$ cat src/rcfr_pkg.sv
// Package for the serial RC frame receiver: payload structs, codes and
// reset constants. No dependencies.
`timescale 1ns / 1ps

package rcfr_pkg;

  // Default channel count, reset values of the registers and timer saturation value
  localparam int          CHANNELS_DEF = 10;
  localparam logic [7:0]  SYNC_RST     = 8'h20;
  localparam logic [7:0]  GAP_RST      = 8'd3;
  localparam logic [7:0]  FAILSAFE_RST = 8'd156;
  localparam logic [15:0] SUM_INIT     = 16'hFFFF;
  localparam logic [7:0]  TICK_MAX     = 8'hFF;

  // Request codes
  typedef enum logic [1:0] {
    REQ_BYTE = 2'd0,
    REQ_TICK = 2'd1,
    REQ_READ = 2'd2
  } req_t;

  // Read status codes
  localparam logic [1:0] ST_VALID   = 2'd0;
  localparam logic [1:0] ST_NEVER   = 2'd1;
  localparam logic [1:0] ST_TIMEOUT = 2'd2;
  localparam logic [1:0] ST_RANGE   = 2'd3;

  // Frame result codes
  localparam logic [1:0] FR_NONE = 2'd0;
  localparam logic [1:0] FR_GOOD = 2'd1;
  localparam logic [1:0] FR_BAD  = 2'd2;

  // Configuration register indexes
  localparam logic [1:0] CFG_SYNC     = 2'd0;
  localparam logic [1:0] CFG_GAP      = 2'd1;
  localparam logic [1:0] CFG_FAILSAFE = 2'd2;

  typedef struct packed {
    logic [1:0] req_type;
    logic [7:0] rx_byte;
    logic [3:0] channel_index;
  } rcfr_in_t;

  typedef struct packed {
    logic [15:0] read_value;
    logic [1:0]  read_status;
    logic [1:0]  frame_result;
    logic [5:0]  bytes_to_frame_end;
  } rcfr_out_t;

  // Framer report for the current transaction
  typedef struct packed {
    logic       commit;
    logic [1:0] frame_result;
    logic [5:0] to_end;
  } rcfr_ev_t;

endpackage

$ cat src/rcfr_framer.sv
// Frame assembler: sync detection, byte position, running checksum, gap
// timer and staging of channel bytes. Depends on rcfr_pkg.
`timescale 1ns / 1ps

module rcfr_framer import rcfr_pkg::*; #(
  parameter int CHANNELS = CHANNELS_DEF
) (
  input  logic        clk,
  input  logic        rst_n,
  input  logic        byte_en,
  input  logic        tick_en,
  input  logic [7:0]  rx_byte,
  input  logic [7:0]  sync_value,
  input  logic [7:0]  gap_limit,
  output rcfr_ev_t    ev,
  output logic [15:0] stage [CHANNELS]
);

  localparam int         IDX_W     = (CHANNELS > 1) ? $clog2(CHANNELS) : 1;
  localparam logic [5:0] FRAME_LEN = 6'(2 * CHANNELS + 12);
  localparam logic [5:0] DATA_END  = 6'(2 * CHANNELS + 2);
  localparam logic [5:0] POS_FIRST = 6'd2;

  logic [5:0]  pos_r, pos_nxt;
  logic [15:0] sum_r, sum_nxt;
  logic [7:0]  gap_r, gap_nxt, gap_inc;
  logic [7:0]  cks_lo_r, cks_lo_nxt;
  logic        stage_we;
  logic [5:0]  data_off;
  logic [IDX_W-1:0] stage_idx;

  assign data_off  = pos_r - POS_FIRST;
  assign stage_idx = data_off[IDX_W:1];
  assign gap_inc   = (gap_r == TICK_MAX) ? gap_r : gap_r + 8'd1;

  // Next framing state for this transaction
  always_comb begin
    pos_nxt         = pos_r;
    sum_nxt         = sum_r;
    gap_nxt         = gap_r;
    cks_lo_nxt      = cks_lo_r;
    stage_we        = 1'b0;
    ev.commit       = 1'b0;
    ev.frame_result = FR_NONE;
    if (byte_en) begin
      gap_nxt = 8'd0;
      if (!(pos_r == 6'd0 && rx_byte != sync_value)) begin
        if (pos_r == FRAME_LEN - 6'd1) begin
          // last checksum byte: compare and restart
          ev.commit       = ({rx_byte, cks_lo_r} == sum_r);
          ev.frame_result = ev.commit ? FR_GOOD : FR_BAD;
          pos_nxt         = 6'd0;
          sum_nxt         = SUM_INIT;
        end else begin
          pos_nxt = pos_r + 6'd1;
          if (pos_r <= FRAME_LEN - 6'd3) sum_nxt = sum_r - {8'd0, rx_byte};
          if (pos_r == FRAME_LEN - 6'd2) cks_lo_nxt = rx_byte;
          stage_we = (pos_r >= POS_FIRST) && (pos_r < DATA_END);
        end
      end
    end else if (tick_en) begin
      gap_nxt = gap_inc;
      if (gap_inc > gap_limit) begin
        pos_nxt = 6'd0;
        sum_nxt = SUM_INIT;
      end
    end
    ev.to_end = FRAME_LEN - pos_nxt;
  end

  always_ff @(posedge clk) begin
    if (!rst_n) begin
      pos_r <= 6'd0;
      sum_r <= SUM_INIT;
      gap_r <= 8'd0;
    end else begin
      pos_r <= pos_nxt;
      sum_r <= sum_nxt;
      gap_r <= gap_nxt;
    end
  end

  // Payload: checksum low byte and channel staging (little-endian)
  always_ff @(posedge clk) begin
    cks_lo_r <= cks_lo_nxt;
    if (stage_we) begin
      if (data_off[0]) stage[stage_idx][15:8] <= rx_byte;
      else             stage[stage_idx][7:0]  <= rx_byte;
    end
  end

endmodule

$ cat src/rcfr_chan_store.sv
// Channel store: committed values, channel status, failsafe timer and the
// read path. Depends on rcfr_pkg.
`timescale 1ns / 1ps

module rcfr_chan_store import rcfr_pkg::*; #(
  parameter int CHANNELS = CHANNELS_DEF
) (
  input  logic        clk,
  input  logic        rst_n,
  input  logic        tick_en,
  input  logic        commit,
  input  logic [15:0] stage [CHANNELS],
  input  logic [7:0]  failsafe_limit,
  input  logic        read_en,
  input  logic [3:0]  channel_index,
  output logic [15:0] read_value,
  output logic [1:0]  read_status
);

  localparam int         IDX_W = (CHANNELS > 1) ? $clog2(CHANNELS) : 1;
  localparam logic [3:0] CH_N  = 4'(CHANNELS);

  logic [15:0] values_r [CHANNELS];
  logic [1:0]  state_r, state_nxt;
  logic [7:0]  fs_r, fs_nxt, fs_inc;

  assign fs_inc = (fs_r == TICK_MAX) ? fs_r : fs_r + 8'd1;

  // Status and failsafe update
  always_comb begin
    state_nxt = state_r;
    fs_nxt    = fs_r;
    if (commit) begin
      state_nxt = ST_VALID;
      fs_nxt    = 8'd0;
    end else if (tick_en) begin
      fs_nxt = fs_inc;
      if (fs_inc > failsafe_limit) state_nxt = ST_TIMEOUT;
    end
  end

  always_ff @(posedge clk) begin
    if (!rst_n) begin
      state_r <= ST_NEVER;
      fs_r    <= 8'd0;
    end else begin
      state_r <= state_nxt;
      fs_r    <= fs_nxt;
    end
  end

  // Commit copies all staged channels at once
  always_ff @(posedge clk) begin
    if (commit) values_r <= stage;
  end

  // Read path
  always_comb begin
    read_value  = 16'd0;
    read_status = ST_VALID;
    if (read_en) begin
      if (channel_index >= CH_N) begin
        read_status = ST_RANGE;
      end else begin
        read_status = state_r;
        if (state_r == ST_VALID) read_value = values_r[channel_index[IDX_W-1:0]];
      end
    end
  end

endmodule

$ cat src/rc_serial_frame_receiver.sv
// Top level of the serial RC frame receiver: handshakes, configuration
// registers and result register. Depends on rcfr_pkg, rcfr_framer, rcfr_chan_store.
`timescale 1ns / 1ps

// Usage:
//   Input channel (in_valid/in_stall/in_data) carries one request per
//   transaction: a received byte, a timer tick or a channel read. Every
//   request yields exactly one result on the output channel
//   (out_valid/out_stall/out_data): read value and status, frame result and
//   bytes still missing to the end of the frame.
//   The result is registered: it appears in the output register on the
//   edge after the request is taken. Throughput is one request per cycle
//   while the output is not stalled; all work is a single pass of logic
//   between the input port and the result register.
//   When the receiver stalls, the result holds and in_stall is raised only
//   while the output register is full and stalled, so a new request is taken
//   in the same cycle the old result leaves.
//   Reset (synchronous, rst_n low) restores register defaults, restarts
//   framing and marks all channels as never received; no clearing pass.
//   Configuration writes (cfg_valid/cfg_ready, always ready) go to sync
//   value, gap limit and failsafe limit; write them only while idle.
module rc_serial_frame_receiver import rcfr_pkg::*; #(
  parameter int CHANNELS = CHANNELS_DEF
) (
  input  logic       clk,
  input  logic       rst_n,
  input  logic       in_valid,
  output logic       in_stall,
  input  rcfr_in_t   in_data,
  output logic       out_valid,
  input  logic       out_stall,
  output rcfr_out_t  out_data,
  input  logic       cfg_valid,
  output logic       cfg_ready,
  input  logic [1:0] cfg_index,
  input  logic [7:0] cfg_data
);

  logic [7:0]  sync_r, gap_lim_r, fs_lim_r;
  logic        out_valid_r;
  rcfr_out_t   out_data_r, out_nxt;
  logic        take;
  logic        byte_en, tick_en, read_en;
  rcfr_ev_t    ev;
  logic [15:0] stage [CHANNELS];
  logic [15:0] read_value;
  logic [1:0]  read_status;

  // Configuration registers
  assign cfg_ready = 1'b1;

  always_ff @(posedge clk) begin
    if (!rst_n) begin
      sync_r    <= SYNC_RST;
      gap_lim_r <= GAP_RST;
      fs_lim_r  <= FAILSAFE_RST;
    end else if (cfg_valid) begin
      unique case (cfg_index)
        CFG_SYNC:     sync_r    <= cfg_data;
        CFG_GAP:      gap_lim_r <= cfg_data;
        CFG_FAILSAFE: fs_lim_r  <= cfg_data;
        default:      ;
      endcase
    end
  end

  // Input handshake and request decode
  assign in_stall = out_valid_r && out_stall;
  assign take     = in_valid && !in_stall;
  assign byte_en  = take && (in_data.req_type == REQ_BYTE);
  assign tick_en  = take && (in_data.req_type == REQ_TICK);
  assign read_en  = take && (in_data.req_type == REQ_READ);

  rcfr_framer #(.CHANNELS(CHANNELS)) u_framer (
    .clk        (clk),
    .rst_n      (rst_n),
    .byte_en    (byte_en),
    .tick_en    (tick_en),
    .rx_byte    (in_data.rx_byte),
    .sync_value (sync_r),
    .gap_limit  (gap_lim_r),
    .ev         (ev),
    .stage      (stage)
  );

  rcfr_chan_store #(.CHANNELS(CHANNELS)) u_store (
    .clk            (clk),
    .rst_n          (rst_n),
    .tick_en        (tick_en),
    .commit         (ev.commit),
    .stage          (stage),
    .failsafe_limit (fs_lim_r),
    .read_en        (read_en),
    .channel_index  (in_data.channel_index),
    .read_value     (read_value),
    .read_status    (read_status)
  );

  // Result register
  always_comb begin
    out_nxt.read_value         = read_value;
    out_nxt.read_status        = read_status;
    out_nxt.frame_result       = ev.frame_result;
    out_nxt.bytes_to_frame_end = ev.to_end;
  end

  always_ff @(posedge clk) begin
    if (!rst_n) begin
      out_valid_r <= 1'b0;
    end else if (take) begin
      out_valid_r <= 1'b1;
    end else if (!out_stall) begin
      out_valid_r <= 1'b0;
    end
  end

  always_ff @(posedge clk) begin
    if (take) out_data_r <= out_nxt;
  end

  assign out_valid = out_valid_r;
  assign out_data  = out_data_r;

endmodule
$ cat config.mk
export PLATFORM = sky130hd
export DESIGN_NAME = rc_serial_frame_receiver
export DESIGN_NICKNAME = d
export VERILOG_FILES = /design/src/rcfr_pkg.sv /design/src/rcfr_framer.sv /design/src/rcfr_chan_store.sv /design/src/rc_serial_frame_receiver.sv
export SDC_FILE = /design/constraint.sdc
export NUM_CORES = 1
export LEC_CHECK = 0
export BUFFER_PORTS_ARGS = -buffer_cell sky130_fd_sc_hd__buf_2
export CORE_ASPECT_RATIO = 0.8
export CORE_MARGIN = 2
export CORE_UTILIZATION = 50
export DETAILED_ROUTE_END_ITERATION = 12
export PLACE_DENSITY = 0.66
export SYNTH_ARGS = -nofsm -noshare
export SYNTH_HDL_FRONTEND = slang
export SYNTH_HIERARCHICAL = 1
export SYNTH_SLANG_ARGS = --single-unit
$ cat constraint.sdc
create_clock -name clk -period 9.75 [get_ports clk]
set_input_delay 0.4875 -clock clk [delete_from_list [all_inputs] [get_ports clk]]
set_output_delay 0.4875 -clock clk [all_outputs]
set_load 0.02 [all_outputs]
== Word-level counts from Yosys, hierarchy flattened ==
Index checks and enable logic that the tools add are counted.

* Input port bits: 29
* Word-level logic and storage cells: 135
* Output and inout bits: 29
* Register bits: 419

* $lt $le $gt $ge: 9
* Bitwise logic cells: 8
* Reduce and logical (&&, ||, !) cells: 28
* Equal/unequal tests: 13
* Multiplexer cells: 36
* Add/sub/neg operators: 6

{| class="wikitable"
|+ Operators with widths
! operator !! number
|-
| $bwmux 160 || 2
|-
| $mux 160 || 1
|-
| $mux 16 || 9
|-
| $demux 16 s4 || 2
|-
| $bmux 16 s4 || 1
|-
| $mux 6 || 5
|-
| $mux 8 || 3
|-
| $add 8x1->8 const B || 2
|-
| $eq 16x16->1 || 1
|-
| $eq 8x8->1 const B || 2
|-
| $gt 8x8->1 || 2
|-
| $sub 16x8->16 || 1
|-
| $eq 6x5->1 const B || 2
|-
| $ge 5x5->1 const B || 2
|-
| $not 4->5 || 2
|-
| $reduce_and 2->1 || 5
|-
| $mux 3 || 3
|-
| $logic_and 1x1->1 || 8
|-
| $mux 1 || 8
|-
| $ne 8x8->1 || 1
|-
| $reduce_and 4->1 || 2
|-
| $reduce_bool 2->1 || 4
|-
| $add 6x1->6 const B || 1
|-
| $ge 6x2->1 const B || 1
|-
| 18 further kinds || 30
|}

== Logic depth before layout (Yosys ltp) ==
Gate-level depths: netlist (run 1).

* Depth after elaboration: 8
* Gate-level depth with buffers: 16
* Depth with buffers taken out: 15

== By module ==
Netlist (run 1), hierarchy kept.

{| class="wikitable"
|+ Modules (own cells, without submodules)
! module !! cells an instance !! instances !! area an instance (µm²) !! sequential area each (µm²)
|-
| rcfr_framer || 745 || 1 || 8842.2 || 5645.4
|-
| rcfr_chan_store || 426 || 1 || 7201.9 || 5004.8
|-
| rc_serial_frame_receiver || 136 || 1 || 1856.8 || 1281.2
|}

== Least setup slack after synthesis (run 1) ==
No wires, ideal clock.

* Path type: flip-flop to flip-flop
* Start: register u_framer.pos_r[1]
* End: register u_store.state_r[1]
* Required time: 9.625 ns
* Stages on the path, launching flop included: 14
* Library setup time: 0.125 ns
* Period minus slack after synthesis: 3.768 ns
* Slack: 5.982 ns
* Arrival time: 3.643 ns
* Buffers on the path: 4
* Cell sequence: dfxtp_1 clkbuf_1 inv_1 clkbuf_1 ha_1 nor4b_4 o21ai_2 nand3_2 nor4b_1 buf_4 nand2b_1 buf_1 a21oi_1 o41a_1

{| class="wikitable"
|+ RTL lines
! what !! line !! source
|-
| start, declared || rcfr_framer.sv:24 || <nowiki>logic [5:0] pos_r, pos_nxt;</nowiki>
|-
| start signal, assigned || rcfr_framer.sv:77 || <nowiki>pos_r <= pos_nxt;</nowiki>
|-
| end signal, assigned || rcfr_chan_store.sv:47 || <nowiki>state_r <= state_nxt;</nowiki>
|-
| end, declared || rcfr_chan_store.sv:24 || <nowiki>logic [1:0] state_r, state_nxt;</nowiki>
|}

== Worst setup path after layout (run 1) ==
* Start: register u_framer.gap_r[0]
* End: register u_framer.sum_r[14]

* Cells in the longest elaborated chain, start to end: 5
* Elaborated cells on any way between the ends: 6
* Those cells by class: add/sub: 1; order compare: 1; eq/ne: 1; mux: 1; reduce/logical: 2

{| class="wikitable"
|+ RTL lines
! what !! line !! source
|-
| start, declared || rcfr_framer.sv:26 || <nowiki>logic [7:0] gap_r, gap_nxt, gap_inc;</nowiki>
|-
| start signal, assigned || rcfr_framer.sv:79 || <nowiki>gap_r <= gap_nxt;</nowiki>
|-
| $add 8x1->8 or $eq 8x8->1 (tied branches) || rcfr_framer.sv:34 || <nowiki>assign gap_inc = (gap_r == TICK_MAX) ? gap_r : gap_r + 8'd1;</nowiki>
|-
| $mux 8 * || rcfr_framer.sv:34 ||
|-
| net u_framer.gap_inc[1] || rcfr_framer.sv:26 ||
|-
| $gt 8x8->1 * || rcfr_framer.sv:63 || <nowiki>if (gap_inc > gap_limit) begin</nowiki>
|-
| $reduce_bool 2->1 (no line) * || -- ||
|-
| $reduce_and 4->1 (no line) * || -- ||
|-
| end signal, assigned || rcfr_framer.sv:78 || <nowiki>sum_r <= sum_nxt;</nowiki>
|-
| end, declared || rcfr_framer.sv:25 || <nowiki>logic [15:0] sum_r, sum_nxt;</nowiki>
|}

The timed path passes the listed nets; every way through them passes the cells marked *.
A chain may end at the register's enable or synchronous reset.

==> impl_metrics.csv, run 1 <==
group,metric,value,unit
outcome,outcome,"finished clean",
die,rows,61,
yosys,ys_types,75,
global_routing,grt_pass1_vias,10162,
yosys,synth-edff-count,354,
global_routing,antenna_found_initial,1,
detailed_routing,drtPass1Iterations,5,
timing,rsz0062_at_grt,"false",
global_routing,gr-usage-all-layers,0.2130,
cells_and_area,multi_input_area,5308,um^2
timing,skew,0.02024,ns
cells_and_area,fin_nets,1388,
placed_design,place_ws,6.080,ns
die,die_y,173.2,um
yosys,syn_area_per_cell,13.70,um^2
die,fp.coreArea,35030,um^2
yosys,synth_ff_type,"edfxtp_1",
yosys,synth.most_common_cell,"edfxtp_1",
setup_path,crit_fanout,26,
clock_tree,clk_latency,0.55,ns
clock_tree,cts.repair.resized,0,
cells_and_area,fillers,2818,
setup_path,cp-start-kind,"register",
cells_and_area,n_antenna_cell,0,
placed_design,gp_congestion,0.8229,
hold_path,hold_path.class,"in2reg",
timing,max_freq,266.4,MHz
detailed_routing,ant_nets,0,
yosys,synth_area_leader_cell,"edfxtp_1",
clock_tree,cts_setup_buffers,0,
yosys,synth.cells.most_frequent,"354 x edfxtp_1, 168 x nor3_1, 69 x nand2_1",
placed_design,dp_hpwl,24410,um
timing,timing.hold.ws,0.1602,ns
pwr,ir_drop,0.0001308,V
setup_path,setup.worst_path.end_class,"register",
detailed_routing,drtIter0Drc,1199,
die,io-pin-count,58,
cells_and_area,drive_gt1_frac,0.1669,
setup_path,slowest_delay,0.41,ns
clock_tree,cts_sinks,419,
die,start_util,0.5110,
timing,finalHoldViolCount,0,
yosys,ys.warnings.count,6,
pwr,powerDensity,183.2,nW/um^2
setup_path,critPathRequiredTime,10.21,ns
placed_design,dp.cells,1756,
global_routing,grt_overflow_total,0,
die,die-area,37340,um^2
setup_path,crit_type,"reg2reg",
yosys,synth.area.top_cells,"edfxtp_1 59%, dfxtp_1 7.3%, nor3_1 4.7%",
yosys,yosys_register_bits,419,
clock_tree,cts_root_buf,"clkbuf_16",
die,fp.dieW,215.5,um
yosys,syn_nets,1368,
job,drv_cap,0,
detailed_routing,drc,0,
setup_path,critical-path-slowest-cell,"dfxtp_1",
pwr,p_leak,6.610,nW
yosys,netlist.area_leader.share,0.5938,
yosys,async_flop_share,0,
detailed_routing,routed_wl,39430,um
setup_path,critPathBufInv,1,
timing,fin_setup_tns,0,ns
detailed_routing,num_vias,10699,
clock_tree,numCtsBuffers,41,
yosys,syn_inst,1307,
timing,tightest_slew,1.241,ns
yosys,synthesis.area,17900,um^2
global_routing,grt_pass1_wl,60750,um
setup_path,cp_data_arrival_time,4.22,ns
cells_and_area,layout.cells.non_filler,1832,
timing,setup_viol_count_final,0,
timing,worst_slack,5.997,ns
cells_and_area,regArea,11930,um^2
detailed_routing,wl_per_cell,21.52,um
timing,fin_crit,3.754,ns
clock_tree,clk_pin_slew,0.06,ns
setup_path,crit_family,"simple AND/OR/NAND/NOR gates",
clock_tree,cts_tree,"built",
clock_tree,clockBufferDepth,3,
clock_tree,cts_hold_buffers,0,
setup_path,crit_chain,"ha_1, nand2_1, nor2_1, nand3_1, mux2_2, ha_1, nor2b_1, o211a_1, o21ai_0, and2_1, o31ai_4, buf_4, and2_1, and4b_1, o21ai_1",
placed_design,io_buffers,56,
timing,maxSlewViolCount,0,
detailed_routing,viasPerCell,5.840,
global_routing,grt_max_degree,164,
timing,final.period_utilization,0.3850,
timing,slew_headroom,0.1663,
cells_and_area,areaGrowthSynthToFinish,10.55,%
clock_tree,htree_levels,2,
yosys,seq_area_frac_synth,0.6665,
-- layout by cell type (no fill, tap or decap), drive strengths merged, types with 27 or more instances in the layout --
cell type    n
ha          31
buf         83
a21oi       32
xnor2       32
mux2i       47
nor4        32
inv         43
dfxtp       65
edfxtp     354
nand2       71
nor2        43
clkbuf      51
nand3       27
o21ai       33
nor3       169
-- cell type report --
cell class	instances	area share
flip-flops and latches	419	0.6029
clock inverters	25	0.01018
repair buffers	83	0.02516
inverters	41	0.007777
clock buffers	51	0.05589
well taps	472	0.02984
multi-input cells	741	0.2682
-- flip-flops by register name (all words and copies together), names as in the netlist, 8 cells and up --
register	flops
u_store/values_r	160
u_framer/sum_r	16
gap_lim_r	8
out_data	26
fs_lim_r	8
u_store/fs_r	8
sync_r	8
u_framer/stage	160
u_framer/gap_r	8
u_framer/cks_lo_r	8
-- power by group --
part	total, W	switching (W)	internal [W]
Clock	0.00154	0.000656	0.000888
Sequential	0.00193	0.00000493	0.00193
Combinational	0.000151	0.0000986	0.0000521
Total	0.00362	0.000760	0.00287
-- worst register-to-register path: cells and delay by family (launching register included) --
family | cells | cell delay [ns]
and+or+nand+nor | 7 | 1.44
AOI/OAI and AO/OA | 4 | 0.69
adders and majority gates | 2 | 0.54
DFF | 1 | 0.41
muxes | 1 | 0.34
buffers and inverters | 1 | 0.23
-- kinds of logic (layout without fill, tap and decap cells) --
family                     after synthesis  count (layout)  synth area share
xor gates and xnor gates                41              41           0.02006
buffers and inverters                  147             200           0.03774
AOI/OAI and AO/OA                      152             152           0.06347
and+or+nand+nor                        427             427            0.1271
DFF                                    419             419            0.6665
other                                    1               1         0.0002095
muxes                                   88              88           0.06214
adders and majority gates               32              32           0.02279
-- worst paths after layout --
path	from	to	slack [ns]	cells after the start
worst min-delay path	in_valid	out_valid	0.16	2
worst min register to register	u_framer/stage[0]	u_store/values_r[0]	0.41	0
worst max register to register	u_framer/gap_r[0]	u_framer/sum_r[14]	6.00	15
worst max-delay path	u_framer/gap_r[0]	u_framer/sum_r[14]	6.00	15
-- routing by layer --
layer / up-vias / global-route usage / wire length [um]
li1: 5001 / - / -
met1: 5248 / 0.3289 / 18050
met2: 393 / 0.3128 / 17470
met3: 57 / 0.03596 / 3192
met4: 0 / 0.05690 / 721
met5: - / 0 / 0
-- through the flow --
| stage | area, um^2 | power [W] | utilization |
|---|---|---|---|
| after floorplan | 17900 | 0.002070 | - |
| after global routing | 19790 | 0.003735 | 0.5649 |
| after detailed placement | 18480 | 0.002119 | 0.5276 |
| after global placement | 18480 | 0.002117 | 0.5276 |
| final | 19790 | 0.003625 | 0.5649 |
| after CTS | 19790 | 0.003652 | 0.5649 |
Note: power is estimated with default switching activity, not from simulation.
==> run 2, diff against run 1 <==
- ABC_AREA: default -> 1
- clock period: 9.75 -> 3.7 ns (I/O delays scaled with it)
==> impl_metrics.csv, run 2 <==
group,metric,value,unit
outcome,outcome,"finished clean",
timing,maxSlewViolCount,0,
detailed_routing,topRoutingLayerUsed,"met4",
pwr,ir_drop,0.0003258,V
die,io-pin-count,58,
timing,final.period_utilization,0.8913,
clock_tree,clockBufferDepth,3,
die,start_util,0.5050,
detailed_routing,viasPerCell,5.222,
setup_path,crit_family,"simple AND/OR/NAND/NOR gates",
placed_design,gp_congestion,0.8253,
clock_tree,clk_pin_slew,0.06,ns
die,die-area,37670,um^2
cells_and_area,n_antenna_cell,0,
timing,worst_slack,0.4022,ns
die,rows,62,
setup_path,crit_type,"reg2reg",
cells_and_area,areaGrowthSynthToFinish,12.49,%
detailed_routing,drtIter0Drc,1089,
cells_and_area,fin_nets,1866,
pwr,total_power,0.009766,W
placed_design,place_ws,0.3541,ns
cells_and_area,layout_common_cells,"440 x nand2_1, 354 x edfxtp_1, 248 x nor2_1, 169 x inv_1, 119 x nand3_1",
clock_tree,cts_sinks,419,
pwr,clkPwrFrac,0.421,
pwr,seqPwrFrac,0.524,
cells_and_area,layout_commonest_cell,"nand2_1",
yosys,synth.most_common_cell,"nand2_1",
global_routing,grt_pass1_wl,64820,um
yosys,syn_area_per_cell,10.43,um^2
global_routing,gr-usage-all-layers,0.2223,
setup_path,cp-start-kind,"register",
clock_tree,cts_tree,"built",
setup_path,critical-path-slowest-cell,"dfxtp_1",
timing,max_freq,303.2,MHz
pwr,power_switching,0.002146,W
clock_tree,cts_root_buf,"clkbuf_16",
yosys,synth.area.top_cells,"edfxtp_1 59%, nand2_1 9.1%, dfxtp_1 7.2%",
placed_design,io_buffers,56,
timing,skew,0.01292,ns
timing,fin_setup_tns,0,ns
timing,finalHoldViolCount,0,
setup_path,cp_data_arrival_time,3.59,ns
yosys,synth_ff_type,"edfxtp_1",
yosys,async_flop_share,0,
detailed_routing,num_vias,12104,
yosys,yosys_register_bits,419,
yosys,ys.warnings.count,6,
global_routing,grt_overflow_total,0,
timing,fin_crit,3.298,ns
detailed_routing,routed_wl,40760,um
cells_and_area,drive_gt1_frac,0.1104,
pwr,comb_power_share,0.055,
die,fp.dieW,216.5,um
job,drv_cap,0,
detailed_routing,drtPass1Iterations,5,
setup_path,critPathBufInv,3,
die,die_y,174.0,um
detailed_routing,wl_met1,17880,um
hold_path,hold_path.class,"in2reg",
clock_tree,cts_setup_buffers,0,
timing,timing.hold.ws,0.01529,ns
clock_tree,numCtsBuffers,42,
yosys,synthesis.area,18060,um^2
detailed_routing,met2_wirelength,18730,um
yosys,syn_inst,1731,
pwr,powerDensity,480.7,nW/um^2
yosys,syn_nets,1792,
detailed_routing,drc,0,
yosys,seq_area_frac_synth,0.6607,
detailed_routing,ant_nets,0,
placed_design,dp_hpwl,26240,um
pwr,p_leak,8.299,nW
timing,tightest_slew,1.010,ns
yosys,synth.cells.most_frequent,"440 x nand2_1, 354 x edfxtp_1, 249 x nor2_1",
clock_tree,clk_latency,0.54,ns
yosys,synth-edff-count,354,
detailed_routing,wl_per_cell,17.58,um
yosys,synth_area_leader_cell,"edfxtp_1",
timing,slew_headroom,0.3265,
setup_path,slowest_delay,0.38,ns
global_routing,grt_max_degree,90,
yosys,netlist.area_leader.share,0.5886,
setup_path,critPathRequiredTime,3.99,ns
setup_path,crit_fanout,5,
timing,rsz0062_at_grt,"false",
pwr,switching_share,0.2198,
pwr,p_int,0.007619,W
detailed_routing,wl_met3,3290,um
clock_tree,htree_levels,2,
global_routing,grt_pass1_vias,11758,
setup_path,setup.worst_path.end_class,"register",
global_routing,antenna_found_initial,0,
setup_path,crit_chain,"nand2_1, inv_1, nand4_1, or2_1, nor2_2, inv_2, o21ai_1, ha_1, nand2_1, nand2_1, nand2_1, nand2_1, nand2_1, nand2_1, nand3_2, nand2_1, nor2_2, inv_1, ha_1, and2_1, nand3_1, nand2_1",
cells_and_area,utilization,0.5681,
yosys,ys_types,51,
timing,setup_viol_count_final,0,
die,fp.coreArea,35760,um^2
setup_path,cp_common_cell,"nand2_1",
run 2: changes by cell type in the layout (fill, tap and decap cells not counted), sizes merged, moves of 25 or more:
cell / before / now
mux2i: 47 / 0
nand2: 71 / 454
nor4: 32 / 3
nor2: 43 / 257
nor3: 169 / 13
inv: 43 / 182
mux2: 25 / 0
nand3: 27 / 123
a21oi: 32 / 59
run 2: repair_timing:
item	4_1_cts	5_1_grt
endpoints found under the setup margin	0	1
hold buffers	18	0
endpoints found under the hold margin	28	0
gates resized for setup	0	1
run 2: worst paths after layout:
kind | from | to | slack (ns) | cells after the start
max | u_framer/gap_r[3] | out_data[4] | 0.40 | 22
min | in_valid | out_valid | 0.02 | 3
max reg2reg | u_framer/gap_r[3] | out_data[4] | 0.40 | 22
min reg2reg | u_framer/stage[119] | u_store/values_r[119] | 0.41 | 0
run 2: metal layers:
metal	track usage	vias up
met5	0	-
met2	0.3516	425
met1	0.3155	5769
met3	0.04217	60
li1	-	5850
met4	0.06336	0
run 2: cell families after synthesis:
kind of cell / after synthesis / synth area share
AO/OA/AOI/OAI: 98 / 0.03062
XOR/XNOR: 35 / 0.01697
adder cells (fa/ha/maj): 32 / 0.02259
buffers and inverters: 253 / 0.06069
flip-flops: 419 / 0.6607
other: 1 / 0.0002076
AND/OR/NAND/NOR: 893 / 0.2083
run 2: worst min-delay path: stages:
cell and delay, ns:
buf_2 0.09, nand2_1 0.12, a21boi_0 0.10
run 2: power groups by stage:
stage | Combinational, W | Sequential [W] | Clock (W)
2_1_floorplan | 0.000331 | 0.00523 | 0
3_3_place_gp | 0.000507 | 0.00521 | 0
3_5_place_dp | 0.000514 | 0.00522 | 0
4_1_cts | 0.000532 | 0.00511 | 0.00419
5_1_grt | 0.000595 | 0.00512 | 0.00440
6_report | 0.000535 | 0.00511 | 0.00412
run 2: final cells by class:
class                   count  area [um^2]
inverters                 182        691.9
clock inverters            23        193.9
fillers                  3004        15450
repair buffers            101        725.7
multi-input cells        1059         5045
clock buffers              54         1127
flip-flops and latches    419        11930
well taps                 480        600.6
run 2: stage by stage:
step	cells	area (um^2)
after floorplan	1731	18060
after CTS	2318	20310
after global placement	2223	18810
after detailed placement	2223	18810
after global routing	2318	20320
final	2318	20320
